## src/sv/pcft_pkg.sv

```systemverilog
`default_nettype none
package pcft_pkg;

    localparam int FLOW_ENTRIES_DEF = 256;
    localparam int SEQ_ENTRIES_DEF  = 1024;
    localparam int QUEUE_DEPTH      = 2;

    localparam logic [15:0] ETHERTYPE_IPV4   = 16'h0800;
    localparam logic [7:0]  PROTO_TCP        = 8'd6;
    localparam logic [7:0]  PROTO_UDP        = 8'd17;
    localparam logic [3:0]  MIN_HEADER_WORDS = 4'd5;

    typedef enum logic [2:0] {
        V_NOT_IPV4 = 3'd0,
        V_BAD_IP   = 3'd1,
        V_TCP      = 3'd2,
        V_BAD_TCP  = 3'd3,
        V_UDP      = 3'd4,
        V_OTHER    = 3'd5
    } t_verdict;

    typedef struct packed {
        logic [15:0] frame_type;
        logic [3:0]  ip_header_words;
        logic [7:0]  ip_protocol;
        logic [3:0]  tcp_offset_words;
        logic [31:0] source_address;
        logic [31:0] dest_address;
        logic [15:0] source_port;
        logic [15:0] dest_port;
        logic [31:0] tcp_seq;
        logic [31:0] tcp_ack;
        logic [15:0] frame_length;
    } t_in_item;

    typedef struct packed {
        t_verdict    verdict;
        logic        is_retransmit;
        logic        new_flow;
        logic        flow_table_full;
        logic [8:0]  tcp_flow_total;
        logic [8:0]  udp_flow_total;
        logic [31:0] packets_seen;
        logic [31:0] tcp_packets_seen;
        logic [31:0] udp_packets_seen;
        logic [31:0] tcp_byte_total;
        logic [31:0] udp_byte_total;
    } t_out_item;

    // classified item handed from front to back
    typedef struct packed {
        t_verdict    verdict;
        logic [63:0] addr_key;
        logic [31:0] port_key;
        logic [31:0] seq;
        logic [31:0] ack;
        logic [15:0] flen;
    } t_work;

    typedef struct packed {
        logic full;
        logic empty;
    } t_queue_status;

    typedef enum logic [2:0] {
        S_IDLE,
        S_SEQ,
        S_FLOW,
        S_DONE
    } t_state;

endpackage
`default_nettype wire

```

## src/sv/pcft_front.sv

```systemverilog
`default_nettype none
module pcft_front (
    input  wire pcft_pkg::t_in_item i_item,
    output pcft_pkg::t_work         o_work
);
    import pcft_pkg::*;

    t_verdict verdict;

    // header checks in priority order
    always_comb begin
        if (i_item.frame_type != ETHERTYPE_IPV4) begin
            verdict = V_NOT_IPV4;
        end else if (i_item.ip_header_words < MIN_HEADER_WORDS) begin
            verdict = V_BAD_IP;
        end else if (i_item.ip_protocol == PROTO_TCP) begin
            verdict = (i_item.tcp_offset_words < MIN_HEADER_WORDS) ? V_BAD_TCP : V_TCP;
        end else if (i_item.ip_protocol == PROTO_UDP) begin
            verdict = V_UDP;
        end else begin
            verdict = V_OTHER;
        end
    end

    assign o_work = '{
        verdict:  verdict,
        addr_key: {i_item.source_address, i_item.dest_address},
        port_key: {i_item.source_port, i_item.dest_port},
        seq:      i_item.tcp_seq,
        ack:      i_item.tcp_ack,
        flen:     i_item.frame_length
    };

endmodule
`default_nettype wire

```

## config.mk

```make
export PLATFORM = sky130hd
export DESIGN_NAME = pcft_front
export DESIGN_NICKNAME = d
export VERILOG_FILES = /design/src/sv/pcft_pkg.sv /design/src/sv/pcft_front.sv
export SDC_FILE = /design/constraint.sdc
export NUM_CORES = 1
export LEC_CHECK = 0
export ABC_AREA = 1
export BUFFER_PORTS_ARGS = -buffer_cell sky130_fd_sc_hd__buf_4
export CAP_MARGIN = 5
export CELL_PAD_IN_SITES_DETAIL_PLACEMENT = 1
export CELL_PAD_IN_SITES_GLOBAL_PLACEMENT = 2
export CORE_AREA = 2 2 152 154
export DETAILED_ROUTE_END_ITERATION = 6
export DIE_AREA = 0 0 154 156
export GPL_ROUTABILITY_DRIVEN = 0
export PLACE_DENSITY_LB_ADDON = 0.1
export SYNTH_ARGS = -nofsm -noshare
export SYNTH_HDL_FRONTEND = slang
export SYNTH_SLANG_ARGS = --single-unit
```

## constraint.sdc

```tcl
create_clock -name vclk -period 1.1
set_input_delay 0.055 -clock vclk [all_inputs]
set_output_delay 0.055 -clock vclk [all_outputs]
set_load 0.02 [all_outputs]
```

==> key figures <==
GRT
  – Largest net degree at the start of global routing: 4
  – Initial antenna violation count: 0
  – Global-route usage over all layers: 0.0216
  – Vias in the first global route: 705
  – First-pass GRT wire length: 4080 µm
  – Grt ovf: 0

Die
  – Initial Utilization: 0.0689
  – Width of the die: 154 µm
  – Core ar.: 22400 µm²
  – Die height: 156 µm
  – I/O pins: 387
  – FP Rows: 55
  – Die area: 24000 µm²

Power
  – Power Density: 162 nW/µm²
  – Total power: 144 µW
  – Max VDD drop: 0.0423 mV
  – Leak: 0.299 nW

Setup path
  – CP Capture Type: output pin
  – Worst EP required: 1.04 ns
  – Worst path cell trace: buf_4 -> nor2_1 -> and2_1 -> nand2_2 -> nor2_4 -> nand2_2 -> nor2_4 -> buf_6
  – CP max FO: 2
  – Crit start category: input port
  – CP delay by family, top: simple AND/OR/NAND/NOR gates
  – Worst path slowest cell: nor2_4
  – Kind of critical path: in -> out
  – Critical path buffers and inverters: 2
  – CP arrival: 0.97 ns
  – Largest stage delay on the critical path: 0.19 ns

Logic synthesis
  – Leading area contributor after synthesis: buf_4
  – Synthesized Nets: 436
  – Number of synthesis warnings: 0
  – Synth Cell Area: 1540 µm²
  – Post-synth cell types: 11
  – Cell with the most instances after synthesis: buf_4
  – Top-area cell type share of the netlist area: 0.858
  – Register area share after synthesis: 0
  – Mean post-synth cell area: 6.76 µm²
  – Most instantiated cells after synthesis: buf_4, nor2_1, nand2_1
  – Top post-synthesis cells by area: buf_4, nor2_1, nand2_1
  – Post-Synthesis Cells: 228

Flow run
  – MaxCap Viol Count: 0

Cells and area
  – Area growth from synthesis to layout: -42.3%
  – Share of cells above drive strength 1: 0.575
  – Ant diodes: 0
  – # clk buffers: 0
  – Number of sequential cells: 0
  – Storage element area: 0 µm²
  – Number of fill cells: 2667
  – Final core occ: 0.0397
  – Nets: 297

Routing
  – DR WL/cell: 8.43 µm
  – Remaining DRCs: 0
  – Vias per std cell: 1.78
  – Drt pass-1 iters: 2
  – Vias: 661
  – WL final: 3140 µm
  – Routed Antenna Nets: 0
  – DR iter-0 viols: 3

Timing
  – RSZ-0062 raised after global routing: true
  – Worst Tran Pin Value: 0.188 ns
  – Fin crit period: 1.02 ns
  – Final setup fails: 0
  – Final max-slew violation count: 0
  – Max Clock Freq: 978 MHz
  – Slew margin rel.: 0.875
  – Final Cycle Share: 0.929
  – Fin. Hold Viols: 0

Worst hold path
  – Hold Path End: o_work[10]
  – Tightest Hold Check Type: in -> out
  – Worst Min Path Start: i_item[10]
  – Hold depth: 0

Placement
  – I/O Buffers: 35

Clock network
  – Setup Fix Bufs, Post-CTS: 0

Outcome
  – Status: finished, final reports clean
## per-layer routing
metal	share of wire	vias to the layer above	global-route usage
met2	0.39	110	0.0301
met4	0.19	0	0.0436
met3	0.19	78	0.0108
met5	0	-	0
met1	0.23	251	0.0150
li1	-	222	-
## how the worst max path moves through the flow
stage	start	endpoint	slack, ns	cells past startpoint
after floorplan	i_item[207]	o_work[176]	0.31	6
after global placement	i_item[197]	o_work[176]	-0.08	7
after detailed placement	i_item[197]	o_work[176]	-0.1	7
after CTS	i_item[195]	o_work[176]	0.005	7
after global routing	i_item[202]	o_work[176]	-0.003	9
final	i_item[205]	o_work[176]	0.08	8
## logic make-up (layout without fill, tap and decap cells)
family,count (synthesis),after routing,share of synthesized area
buffers and inverters,187,46,0.885
and+or+nand+nor,39,39,0.107
AOI/OAI and AO/OA,2,2,0.00812
## power by group
| part | internal [mW] | switching [mW] |
|---|---|---|
| logic | 0.0898 | 0.0540 |
| clock network | 0 | 0 |
| registers | 0 | 0 |
| total | 0.0898 | 0.0540 |
## cell type report
class / instances / area (µm²) / area share
Tap cell: 285 / 357 / 0.401
Multi-Input combinational cell: 41 / 224 / 0.252
Inverter: 11 / 41.3 / 0.0465
Timing Repair Buffer: 35 / 267 / 0.300
## timing repair
item | in CTS | in global routing
pin swaps | 3 | 3
hold buffers | 0 | 0
setup endpoints to repair | 3 | 3
cloned | 0 | 0
resized for setup | 7 | 8
## stage by stage
| step | instance area (µm²) | hold slack [ns] | instances | worst slack, ns | TNS [ns] |
|---|---|---|---|---|---|
| after detailed placement | 838 | 0.110 | 372 | -0.0969 | -0.194 |
| after floorplan | 1540 | 0.223 | 228 | 0.313 | 0 |
| final | 888 | 0.110 | 372 | 0.0778 | 0 |
| after global placement | 838 | 0.110 | 372 | -0.0806 | -0.202 |
| after CTS | 867 | 0.110 | 372 | 0.00523 | 0 |
| after global routing | 888 | 0.110 | 372 | -0.00333 | -0.00333 |
## cell usage in the layout, fill, tap and decap left out, drive strengths merged
master   n
o21a     1
o21ai    1
nand2   13
buf     35
inv     11
nand4    1
nand3    2
nor2    22
and2     1
Note: power is estimated with default switching activity, not from simulation.
