===== src/sv/pcft_pkg.sv =====
`default_nettype none
package pcft_pkg;

    localparam int FLOW_ENTRIES_DEF = 256;
    localparam int SEQ_ENTRIES_DEF  = 1024;
    localparam int QUEUE_DEPTH      = 2;

    localparam logic [15:0] ETHERTYPE_IPV4   = 16'h0800;
    localparam logic [7:0]  PROTO_TCP        = 8'd6;
    localparam logic [7:0]  PROTO_UDP        = 8'd17;
    localparam logic [3:0]  MIN_HEADER_WORDS = 4'd5;

    typedef enum logic [2:0] {
        V_NOT_IPV4 = 3'd0,
        V_BAD_IP   = 3'd1,
        V_TCP      = 3'd2,
        V_BAD_TCP  = 3'd3,
        V_UDP      = 3'd4,
        V_OTHER    = 3'd5
    } t_verdict;

    typedef struct packed {
        logic [15:0] frame_type;
        logic [3:0]  ip_header_words;
        logic [7:0]  ip_protocol;
        logic [3:0]  tcp_offset_words;
        logic [31:0] source_address;
        logic [31:0] dest_address;
        logic [15:0] source_port;
        logic [15:0] dest_port;
        logic [31:0] tcp_seq;
        logic [31:0] tcp_ack;
        logic [15:0] frame_length;
    } t_in_item;

    typedef struct packed {
        t_verdict    verdict;
        logic        is_retransmit;
        logic        new_flow;
        logic        flow_table_full;
        logic [8:0]  tcp_flow_total;
        logic [8:0]  udp_flow_total;
        logic [31:0] packets_seen;
        logic [31:0] tcp_packets_seen;
        logic [31:0] udp_packets_seen;
        logic [31:0] tcp_byte_total;
        logic [31:0] udp_byte_total;
    } t_out_item;

    // classified item handed from front to back
    typedef struct packed {
        t_verdict    verdict;
        logic [63:0] addr_key;
        logic [31:0] port_key;
        logic [31:0] seq;
        logic [31:0] ack;
        logic [15:0] flen;
    } t_work;

    typedef struct packed {
        logic full;
        logic empty;
    } t_queue_status;

    typedef enum logic [2:0] {
        S_IDLE,
        S_SEQ,
        S_FLOW,
        S_DONE
    } t_state;

endpackage
`default_nettype wire


===== src/sv/pcft_queue.sv =====
`default_nettype none
module pcft_queue (
    input  wire                   i_clk,
    input  wire                   i_rst_n,
    input  wire                   i_push,
    input  wire pcft_pkg::t_work  i_work,
    input  wire                   i_pop,
    output pcft_pkg::t_work       o_work,
    output pcft_pkg::t_queue_status o_status
);
    import pcft_pkg::*;

    localparam int AW = (QUEUE_DEPTH > 1) ? $clog2(QUEUE_DEPTH) : 1;
    localparam int CW = $clog2(QUEUE_DEPTH + 1);

    t_work            r_mem [QUEUE_DEPTH];
    logic [AW-1:0]    r_wr_ptr, n_wr_ptr;
    logic [AW-1:0]    r_rd_ptr, n_rd_ptr;
    logic [CW-1:0]    r_count, n_count;

    // pointer and fill bookkeeping
    always_comb begin
        n_wr_ptr = r_wr_ptr;
        n_rd_ptr = r_rd_ptr;
        n_count  = r_count;
        if (i_push) begin
            n_wr_ptr = (r_wr_ptr == AW'(QUEUE_DEPTH - 1)) ? '0 : r_wr_ptr + 1'b1;
        end
        if (i_pop) begin
            n_rd_ptr = (r_rd_ptr == AW'(QUEUE_DEPTH - 1)) ? '0 : r_rd_ptr + 1'b1;
        end
        if (i_push && !i_pop) begin
            n_count = r_count + 1'b1;
        end else if (!i_push && i_pop) begin
            n_count = r_count - 1'b1;
        end
    end

    always_ff @(posedge i_clk) begin
        if (!i_rst_n) begin
            r_wr_ptr <= '0;
            r_rd_ptr <= '0;
            r_count  <= '0;
        end else begin
            r_wr_ptr <= n_wr_ptr;
            r_rd_ptr <= n_rd_ptr;
            r_count  <= n_count;
        end
    end

    always_ff @(posedge i_clk) begin
        if (i_push) begin
            r_mem[r_wr_ptr] <= i_work;
        end
    end

    assign o_work         = r_mem[r_rd_ptr];
    assign o_status.full  = (r_count == CW'(QUEUE_DEPTH));
    assign o_status.empty = (r_count == '0);

endmodule
`default_nettype wire


===== config.mk =====
export PLATFORM = sky130hd
export DESIGN_NAME = pcft_queue
export DESIGN_NICKNAME = d
export VERILOG_FILES = /design/src/sv/pcft_pkg.sv /design/src/sv/pcft_queue.sv
export SDC_FILE = /design/constraint.sdc
export NUM_CORES = 1
export LEC_CHECK = 0
export ABC_AREA = 1
export BUFFER_PORTS_ARGS = -buffer_cell sky130_fd_sc_hd__buf_2
export CORE_MARGIN = 4
export CORE_UTILIZATION = 56
export CTS_BUF_LIST = sky130_fd_sc_hd__clkbuf_16
export DETAILED_ROUTE_END_ITERATION = 12
export PLACE_DENSITY = 0.83
export SETUP_SLACK_MARGIN = 0.02
export SLEW_MARGIN = 0
export SYNTH_ARGS = -nofsm -noshare
export SYNTH_HDL_FRONTEND = slang
export SYNTH_SLANG_ARGS = --single-unit
export TNS_END_PERCENT = 5

===== constraint.sdc =====
create_clock -name i_clk -period 31.4 [get_ports i_clk]
set_input_delay 9.42 -clock i_clk [delete_from_list [all_inputs] [get_ports i_clk]]
set_output_delay 9.42 -clock i_clk [all_outputs]
set_load 0.1 [all_outputs]

==> qor.yml, run 1 <==
nNetsFinal: 1165
worst_hold_startpoint: "r_rd_ptr"
cp_data_arrival_time_ns: 3.50
fin_setup_tns_ns: 0
ioPinCount: 364
worst_slack_ns: 18.48
cp-end-kind: "output pin"
place.port_buffers: 363
gp_congestion: 0.7712
drt_drc_violations_left: 0
startpoint_type: "flip-flop"
fin_crit_share_pct: 41.16
synth.mux.area_fraction_pct: 17.64
vias: 6857
synth.yosys.seq_area_share_pct: 80.04
wl_per_cell_um: 21.16
postSynth.topFlopCell: "edfxtp_1"
clock_sink_count: 363
ir_drop_mv: 0.06466
cts_max_path_buffers: 3
place_hpwl_um: 18710
synthDominantCellAreaShare_pct: 79.30
via_count_of_the_first_global_routing_pass: 7335
ctsHtreeMaxLevel: 2
path_delay_family: "buffers and inverters"
global_route_wire_length_before_repair_um: 40710
unrepaired_setup_endpoints_after_global_routing: "no"
global_route.overflow_total: 0
crit_path_top_delay_cell: "dfxtp_4"
preCtsSetupSlack_ns: 18.97
synthMostInstantiatedCell: "edfxtp_1"
clockRootBuffer: "clkbuf_16"
worstSkewPairLatency_ns: 0.50
ctsHoldBuffers: 0
r2r_slack_ns: 28.88
floorplan.initialDensity_pct: 57.41
synth_area_per_cell_um2: 22.90
drv.max_cap_violation_count: 0
clock_skew_after_layout_ns: 0.008119
report.power.total_mw: 1.226
worst-slew-pin-transition_ns: 1.078
die_width_um: 163.6
cts_setup_buffers: 0
grtUsageTotal_pct: 20.24
post_drt_via_cell_ratio: 5.191
worstPathMaxFanout: 56
syn_nets: 776
critPathKind: "flip-flop to output pin"
antenna_found_initial: 10
critPathMostFrequentCell: "buf_4"
route.top_layer_used: "met5"
netlist_top_cells_count: "edfxtp_1, mux2_4, mux2_2"
critPathMaxStageDelay_ns: 0.73
share_of_cells_above_drive_strength_1_pct: 59.98
worstHoldPathCells: 2
yosys.area_share.simple_pct: 0.5538
synth_fa_ha_area_share_pct: 0.09229
path_cells: "buf_4 > buf_4 > mux2_2 > buf_2"
pwr_density_cell_nw_per_um2: 73.07
wl_um: 27960
antenna_violating_nets_post_route: 0
synth_compound_gate_area_share_pct: 0.07383
r2r-start: "r_wr_ptr"
placement_rows: 56
route.layer.met1.wl_um: 9913
synth.largest_area_cell: "edfxtp_1"
y_dimension_of_the_die_um: 163.6
status: "completed"
number_of_enable_type_register_cells_in_the_synthesized_netlist: 358
min_path_type: "flip-flop to flip-flop"
first_iter_violations: 532
postSynth.asyncResetShare_pct: 0
timing.critical_path.buf_inv: 3
area_share_of_xor_xnor_cells_in_the_synthesized_design_pct: 0
worst_slew_margin_rel_pct: 28.14
min_period_ns: 12.92
cts_buf_count: 37
synth.cell_area_um2: 13560
synth.distinct_cells: 14
cts_resized: 0
rr_worst_depth: 3
mapped_cells: 592
insertedDiodeCount: 0
area_growth_pct: 23.73
cts_clk_pin_slew_worst_paths_ns: 0.06
tritoncts: "yes"
hold_end: "r_rd_ptr"
yosys_warnings: 0
detailedRoute.firstPassIterationCount: 4
slew_viol_final: 0
dieArea_um2: 26760
core_um2: 23610
maximum_number_of_pins_on_one_net_before_global_route_repair: 113
met2RoutedLength_um: 14110
cellLeakagePower_nw: 6.572
crit_required_ns: 21.98
report.final.hold_viol_count: 0
synth.top_cells.by_area: "edfxtp_1, mux2_4, mux2_2"
synth_top_family_by_area: "multiplexers"
final_setup_violation_count: 0
routed-wl-met3_um: 3010
synth.ff_latch_count: 363
reg2reg_to: "r_mem[1][101]"
max_clock_freq_mhz: 77.38
-- layout by cell type (no fill, tap or decap), drive strengths merged, types with 4 or more instances in the layout --
cell	instances
buf	370
clkinvlp	4
clkbuf	37
edfxtp	358
mux2	179
nor2	9
nand2	8
dfxtp	5
inv	16
clkinv	8
-- worst max path at each step --
stage	from	to	slack (ns)	cells past startpoint
CTS	flip-flop	o_work[155]	18.42	4
global route	flip-flop	o_work[155]	18.25	4
floorplan	i_push	r_mem[0][0]	13.73	2
global placement	flip-flop	o_work[51]	18.95	4
detailed placement	flip-flop	o_work[51]	18.97	4
finish	flip-flop	o_work[45]	18.48	4
-- power breakdown --
group,switching (mW),internal (mW),leakage (nW),total [mW]
Sequential,0.00841,0.562,3.40,0.570
Clock,0.169,0.238,0.563,0.407
Combinational,0.198,0.0502,2.61,0.248
-- state kept, by name, indices dropped and copies added, names as in the netlist, named ones only --
register and flops:
r_count 2, r_wr_ptr 1, r_mem 358, r_rd_ptr 1
-- tightest hold or removal path: stages, from the launching register on --
cell and delay (ns):
dfxtp_1 0.33, nor2_1 0.06, nor2_1 0.08
-- area by class of cell --
| cell class | instances | area, um^2 |
|---|---|---|
| Tap cell | 319 | 399.1 |
| Sequential cell | 363 | 10850 |
| Clock inverter | 23 | 193.9 |
| Clock buffer | 37 | 925.9 |
| Fill cell | 1435 | 6839 |
| Timing Repair Buffer | 370 | 1869 |
| Multi-Input combinational cell | 201 | 2496 |
| Inverter | 8 | 35.03 |
-- cells by family (layout without fill, tap and decap cells) --
| kind of cell | count (synthesis) | count (layout) |
|---|---|---|
| mux | 179 | 179 |
| flops | 363 | 363 |
| fa+ha+maj | 1 | 1 |
| simple gates | 19 | 19 |
| buf+inv | 28 | 438 |
| compound gates | 2 | 2 |
-- stage by stage --
stage                     area (um^2)  std cells  hold WS, ns  util [%]
after floorplan                 13560        592       0.4635         -
after global placement          15650       1261       0.4792     66.29
after detailed placement        15650       1261       0.4932     66.29
after CTS                       16770       1321       0.5149     71.04
after global routing            16770       1321       0.5788     71.04
final                           16770       1321       0.5060     71.04
-- per-layer routing --
metal  track usage, %  up-vias
met1            22.65     3330
met5                0        -
met2            35.60      315
met4            6.443       20
li1                 -     3115
met3            8.075       77
(Power assumes the default switching activity.)
==> run 2, diff against run 1 <==
--- a/config.mk
+++ b/config.mk
@@ -5,13 +5,13 @@
 export SDC_FILE = /design/constraint.sdc
 export NUM_CORES = 1
 export LEC_CHECK = 0
-export ABC_AREA = 1
+export ABC_AREA = 0
 export BUFFER_PORTS_ARGS = -buffer_cell sky130_fd_sc_hd__buf_2
 export CORE_MARGIN = 4
-export CORE_UTILIZATION = 56
+export CORE_UTILIZATION = 52
 export CTS_BUF_LIST = sky130_fd_sc_hd__clkbuf_16
 export DETAILED_ROUTE_END_ITERATION = 12
-export PLACE_DENSITY = 0.83
+export PLACE_DENSITY = 0.78
 export SETUP_SLACK_MARGIN = 0.02
 export SLEW_MARGIN = 0
 export SYNTH_ARGS = -nofsm -noshare
==> constraint.sdc (replaced) <==
create_clock -name i_clk -period 12.25 [get_ports i_clk]
set_input_delay 3.675 -clock i_clk [delete_from_list [all_inputs] [get_ports i_clk]]
set_output_delay 3.675 -clock i_clk [all_outputs]
set_load 0.1 [all_outputs]
==> run 2 against run 1 <==
First-iteration DRC count shrank 5.5%. Wire length shrank 5.0%. Die area increased by 7.2%. Sequential share of layout area is essentially flat. Clock power rose to 2.5 times the previous value. Synthesized cell count decreased by 2.2%. Utilization shrank 5.0 points. Count of clock-buffer cells in the layout is the same. Final area about the same. Register-to-register slack got worse by 20 ns. Sequential power rose to 2.6 times the previous value. Critical path type unchanged. Critical endpoint is now o_work[112]. Highest routed layer unchanged.
==> qor.yml, run 2 <==
finalNonFillerCells: 1325  # was 1321
synth.largest_area_cell: "edfxtp_1"  # unchanged
wl_um: 26570  # was 27960 um
area_growth_pct: 23.86  # was 23.73%
cts_max_path_buffers: 3  # unchanged
r2r_slack_ns: 9.19  # was 28.88 ns
worst_slack_ns: 5.248  # was 18.48 ns
postSynth.topFlopCell: "edfxtp_1"  # unchanged
most_used_cells_in_the_layout_excluding_fill_and_tap_cells: "buf_2, edfxtp_1, mux2_4, mux2_2, clkbuf_16"  # unchanged
grtUsageTotal_pct: 17.80  # was 20.24%
dp_cells: 1260  # was 1261
yosys_warnings: 0  # unchanged
status: "completed"  # unchanged
post_drt_via_cell_ratio: 5.069  # was 5.191
synth.distinct_cells: 17  # was 14
synth_area_per_cell_um2: 23.39  # was 22.90 um^2
antenna_found_initial: 3  # was 10
hold_end: "r_count[1]"  # was r_rd_ptr
worst-slew-pin-transition_ns: 1.076  # was 1.078 ns
synthDominantCellAreaShare_pct: 79.36  # was 79.30%
dieArea_um2: 28690  # was 26760 um^2
synth.ff_latch_count: 363  # unchanged
r2r-start: "r_wr_ptr"  # unchanged
p_clk_share_pct: 31.9  # was 33.2%
drv.max_cap_violation_count: 0  # unchanged
cellLeakagePower_nw: 6.551  # was 6.572 nW
share_seq_of_total_power_pct: 45.6  # was 46.5%
floorplan.initialDensity_pct: 53.33  # was 57.41%
slew_viol_final: 0  # unchanged
reg2reg_to: "r_mem[1][140]"  # was r_mem[1][101]
final_setup_violation_count: 0  # unchanged
global_route_wire_length_before_repair_um: 39140  # was 40710 um
preCtsSetupSlack_ns: 5.726  # was 18.97 ns
place.port_buffers: 363  # unchanged
cts_clk_pin_slew_worst_paths_ns: 0.06  # about the same
finish.instance_area_um2: 16780  # was 16770 um^2
critPathKind: "flip-flop to output pin"  # unchanged
report.final.hold_viol_count: 0  # unchanged
crit_required_ns: 8.57  # was 21.98 ns
die_width_um: 169.4  # was 163.6 um
largest-register: "r_mem"  # unchanged
cp-end-kind: "output pin"  # unchanged
comb_power_share_pct: 22.5  # was 20.2%
placement_rows: 58  # was 56
wl_per_cell_um: 20.05  # was 21.16 um
switchingPower_mw: 1.016  # was 0.3752 mW
ctsHtreeMaxLevel: 2  # unchanged
worst_hold_startpoint: "r_count[1]"  # was r_rd_ptr
min_path_type: "flip-flop to flip-flop"  # unchanged
cts_setup_buffers: 0  # unchanged
drt_drc_violations_left: 0  # unchanged
ioPinCount: 364  # unchanged
reg_top3: "r_mem: 358 flops, r_count: 2 flops"  # unchanged
place_hpwl_um: 17960  # was 18710 um
vias: 6716  # was 6857
first_iter_violations: 503  # was 532
syn_nets: 763  # was 776
postSynth.asyncResetShare_pct: 0  # unchanged
unrepaired_setup_endpoints_after_global_routing: "no"  # unchanged
min_period_ns: 7.002
netlist_top_cells_count: "edfxtp_1, mux2_4, mux2_2"  # unchanged
worst_slew_margin_rel_pct: 28.25  # was 28.14%
max_clock_freq_mhz: 142.8
rr_worst_depth: 3  # unchanged
y_dimension_of_the_die_um: 169.4  # was 163.6 um
worstPathMaxFanout: 58  # was 56
clockRootBuffer: "clkbuf_16"  # unchanged
startpoint_type: "flip-flop"  # unchanged
ctsHoldBuffers: 0  # unchanged
gp_congestion: 0.7864  # was 0.7712
via_count_of_the_first_global_routing_pass: 6965  # was 7335
cell_internal_pwr_mw: 2.178  # was 0.8504 mW
antenna_violating_nets_post_route: 0  # unchanged
clock_skew_after_layout_ns: 0.008629  # was 0.008119 ns
fin_setup_tns_ns: 0  # unchanged
pwr_density_cell_nw_per_um2: 190.4  # was 73.07 nW/um^2
maximum_number_of_pins_on_one_net_before_global_route_repair: 81  # was 113
cell_area_reported_after_detailed_placement_um2: 15660  # was 15650 um^2
core_um2: 25400  # was 23610 um^2
cp_data_arrival_time_ns: 3.33  # was 3.50 ns
fin_crit_share_pct: 57.16
synthMostInstantiatedCell: "edfxtp_1"  # unchanged
cts_buf_count: 37  # unchanged
final_common_cell: "buf_2"  # unchanged
mapped_cells: 579  # was 592
number_of_enable_type_register_cells_in_the_synthesized_netlist: 358  # unchanged
synth.cell_area_um2: 13550  # was 13560 um^2
worstHoldPathCells: 2  # unchanged
tritoncts: "yes"  # unchanged
detailedRoute.firstPassIterationCount: 6  # was 4
global_route.overflow_total: 0  # unchanged
swShare_pct: 31.81  # was 30.61%
clock_sink_count: 363  # unchanged
share_of_cells_above_drive_strength_1_pct: 60.76  # was 59.98%
worstSkewPairLatency_ns: 0.49  # was 0.50 ns
postLayoutCoreUtil_pct: 66.05  # was 71.04%
ir_drop_mv: 0.1349  # was 0.06466 mV
cts_resized: 0  # unchanged
synth.top_cells.by_area: "edfxtp_1, mux2_4, mux2_2"  # unchanged
synth.yosys.seq_area_share_pct: 80.10  # was 80.04%
nNetsFinal: 1153  # was 1165
largest_register_ff_count: 358  # unchanged
## run 2: stage by stage
stage                     power, mW  hold WS (ns)
final                         3.194        0.5299
after global routing          3.308        0.5775
after CTS                     3.226        0.5320
after detailed placement      2.205        0.5204
after global placement        2.198        0.4940
after floorplan               2.106        0.4729
## run 2: cells by family after synthesis
kind of cell	after synthesis	synth area share, %
buffers and inverters	21	1.413
flip-flops	363	80.10
adder cells (fa/ha/maj)	1	0.09236
AO/OA/AOI/OAI	3	0.1478
XOR/XNOR	3	0.1940
AND/OR/NAND/NOR	9	0.3972
multiplexers	179	17.65
## run 2: power by group through the flow
stage	Sequential [mW]	Combinational, mW	Clock, mW
2_1_floorplan	1.49	0.618	0
3_3_place_gp	1.48	0.717	0
3_5_place_dp	1.48	0.722	0
4_1_cts	1.46	0.724	1.04
5_1_grt	1.46	0.741	1.11
6_report	1.46	0.719	1.02
## run 2: how the worst max path moves through the flow
stage,start,to,slack (ns),cells past startpoint
after floorplan,i_push,r_mem[0][0],0.08,1
after detailed placement,i_push,r_mem[1][145],5.73,4
final,flip-flop,o_work[112],5.25,4
after global routing,flip-flop,o_work[115],5.05,4
after CTS,flip-flop,o_work[101],5.20,4
after global placement,i_push,r_mem[1][14],5.70,4
## run 2: final cells by class
type                            instances  area [um^2]
Multi-Input combinational cell        195         2514
Clock inverter                         27        187.7
Fill cell                            1733         8622
Sequential cell                       363        10850
Clock buffer                           37        925.9
Inverter                                1        3.754
Antenna cell                            1        2.502
Timing Repair Buffer                  371         1877
Tap cell                              330        412.9
## run 2: metal layers
metal | wire length, um | GRT usage [%] | up-vias
li1 | - | - | 3095
met1 | 9725 | 21.50 | 3234
met2 | 13060 | 29.84 | 335
met3 | 3091 | 7.035 | 48
met4 | 670 | 5.355 | 4
met5 | 26 | 0 | -
## run 2: worst max-delay path, stage by stage (launching register included)
cell and delay [ns]:
dfxtp_4 0.58, buf_4 0.70, buf_4 0.73, mux2_4 0.29
buf_2 0.42
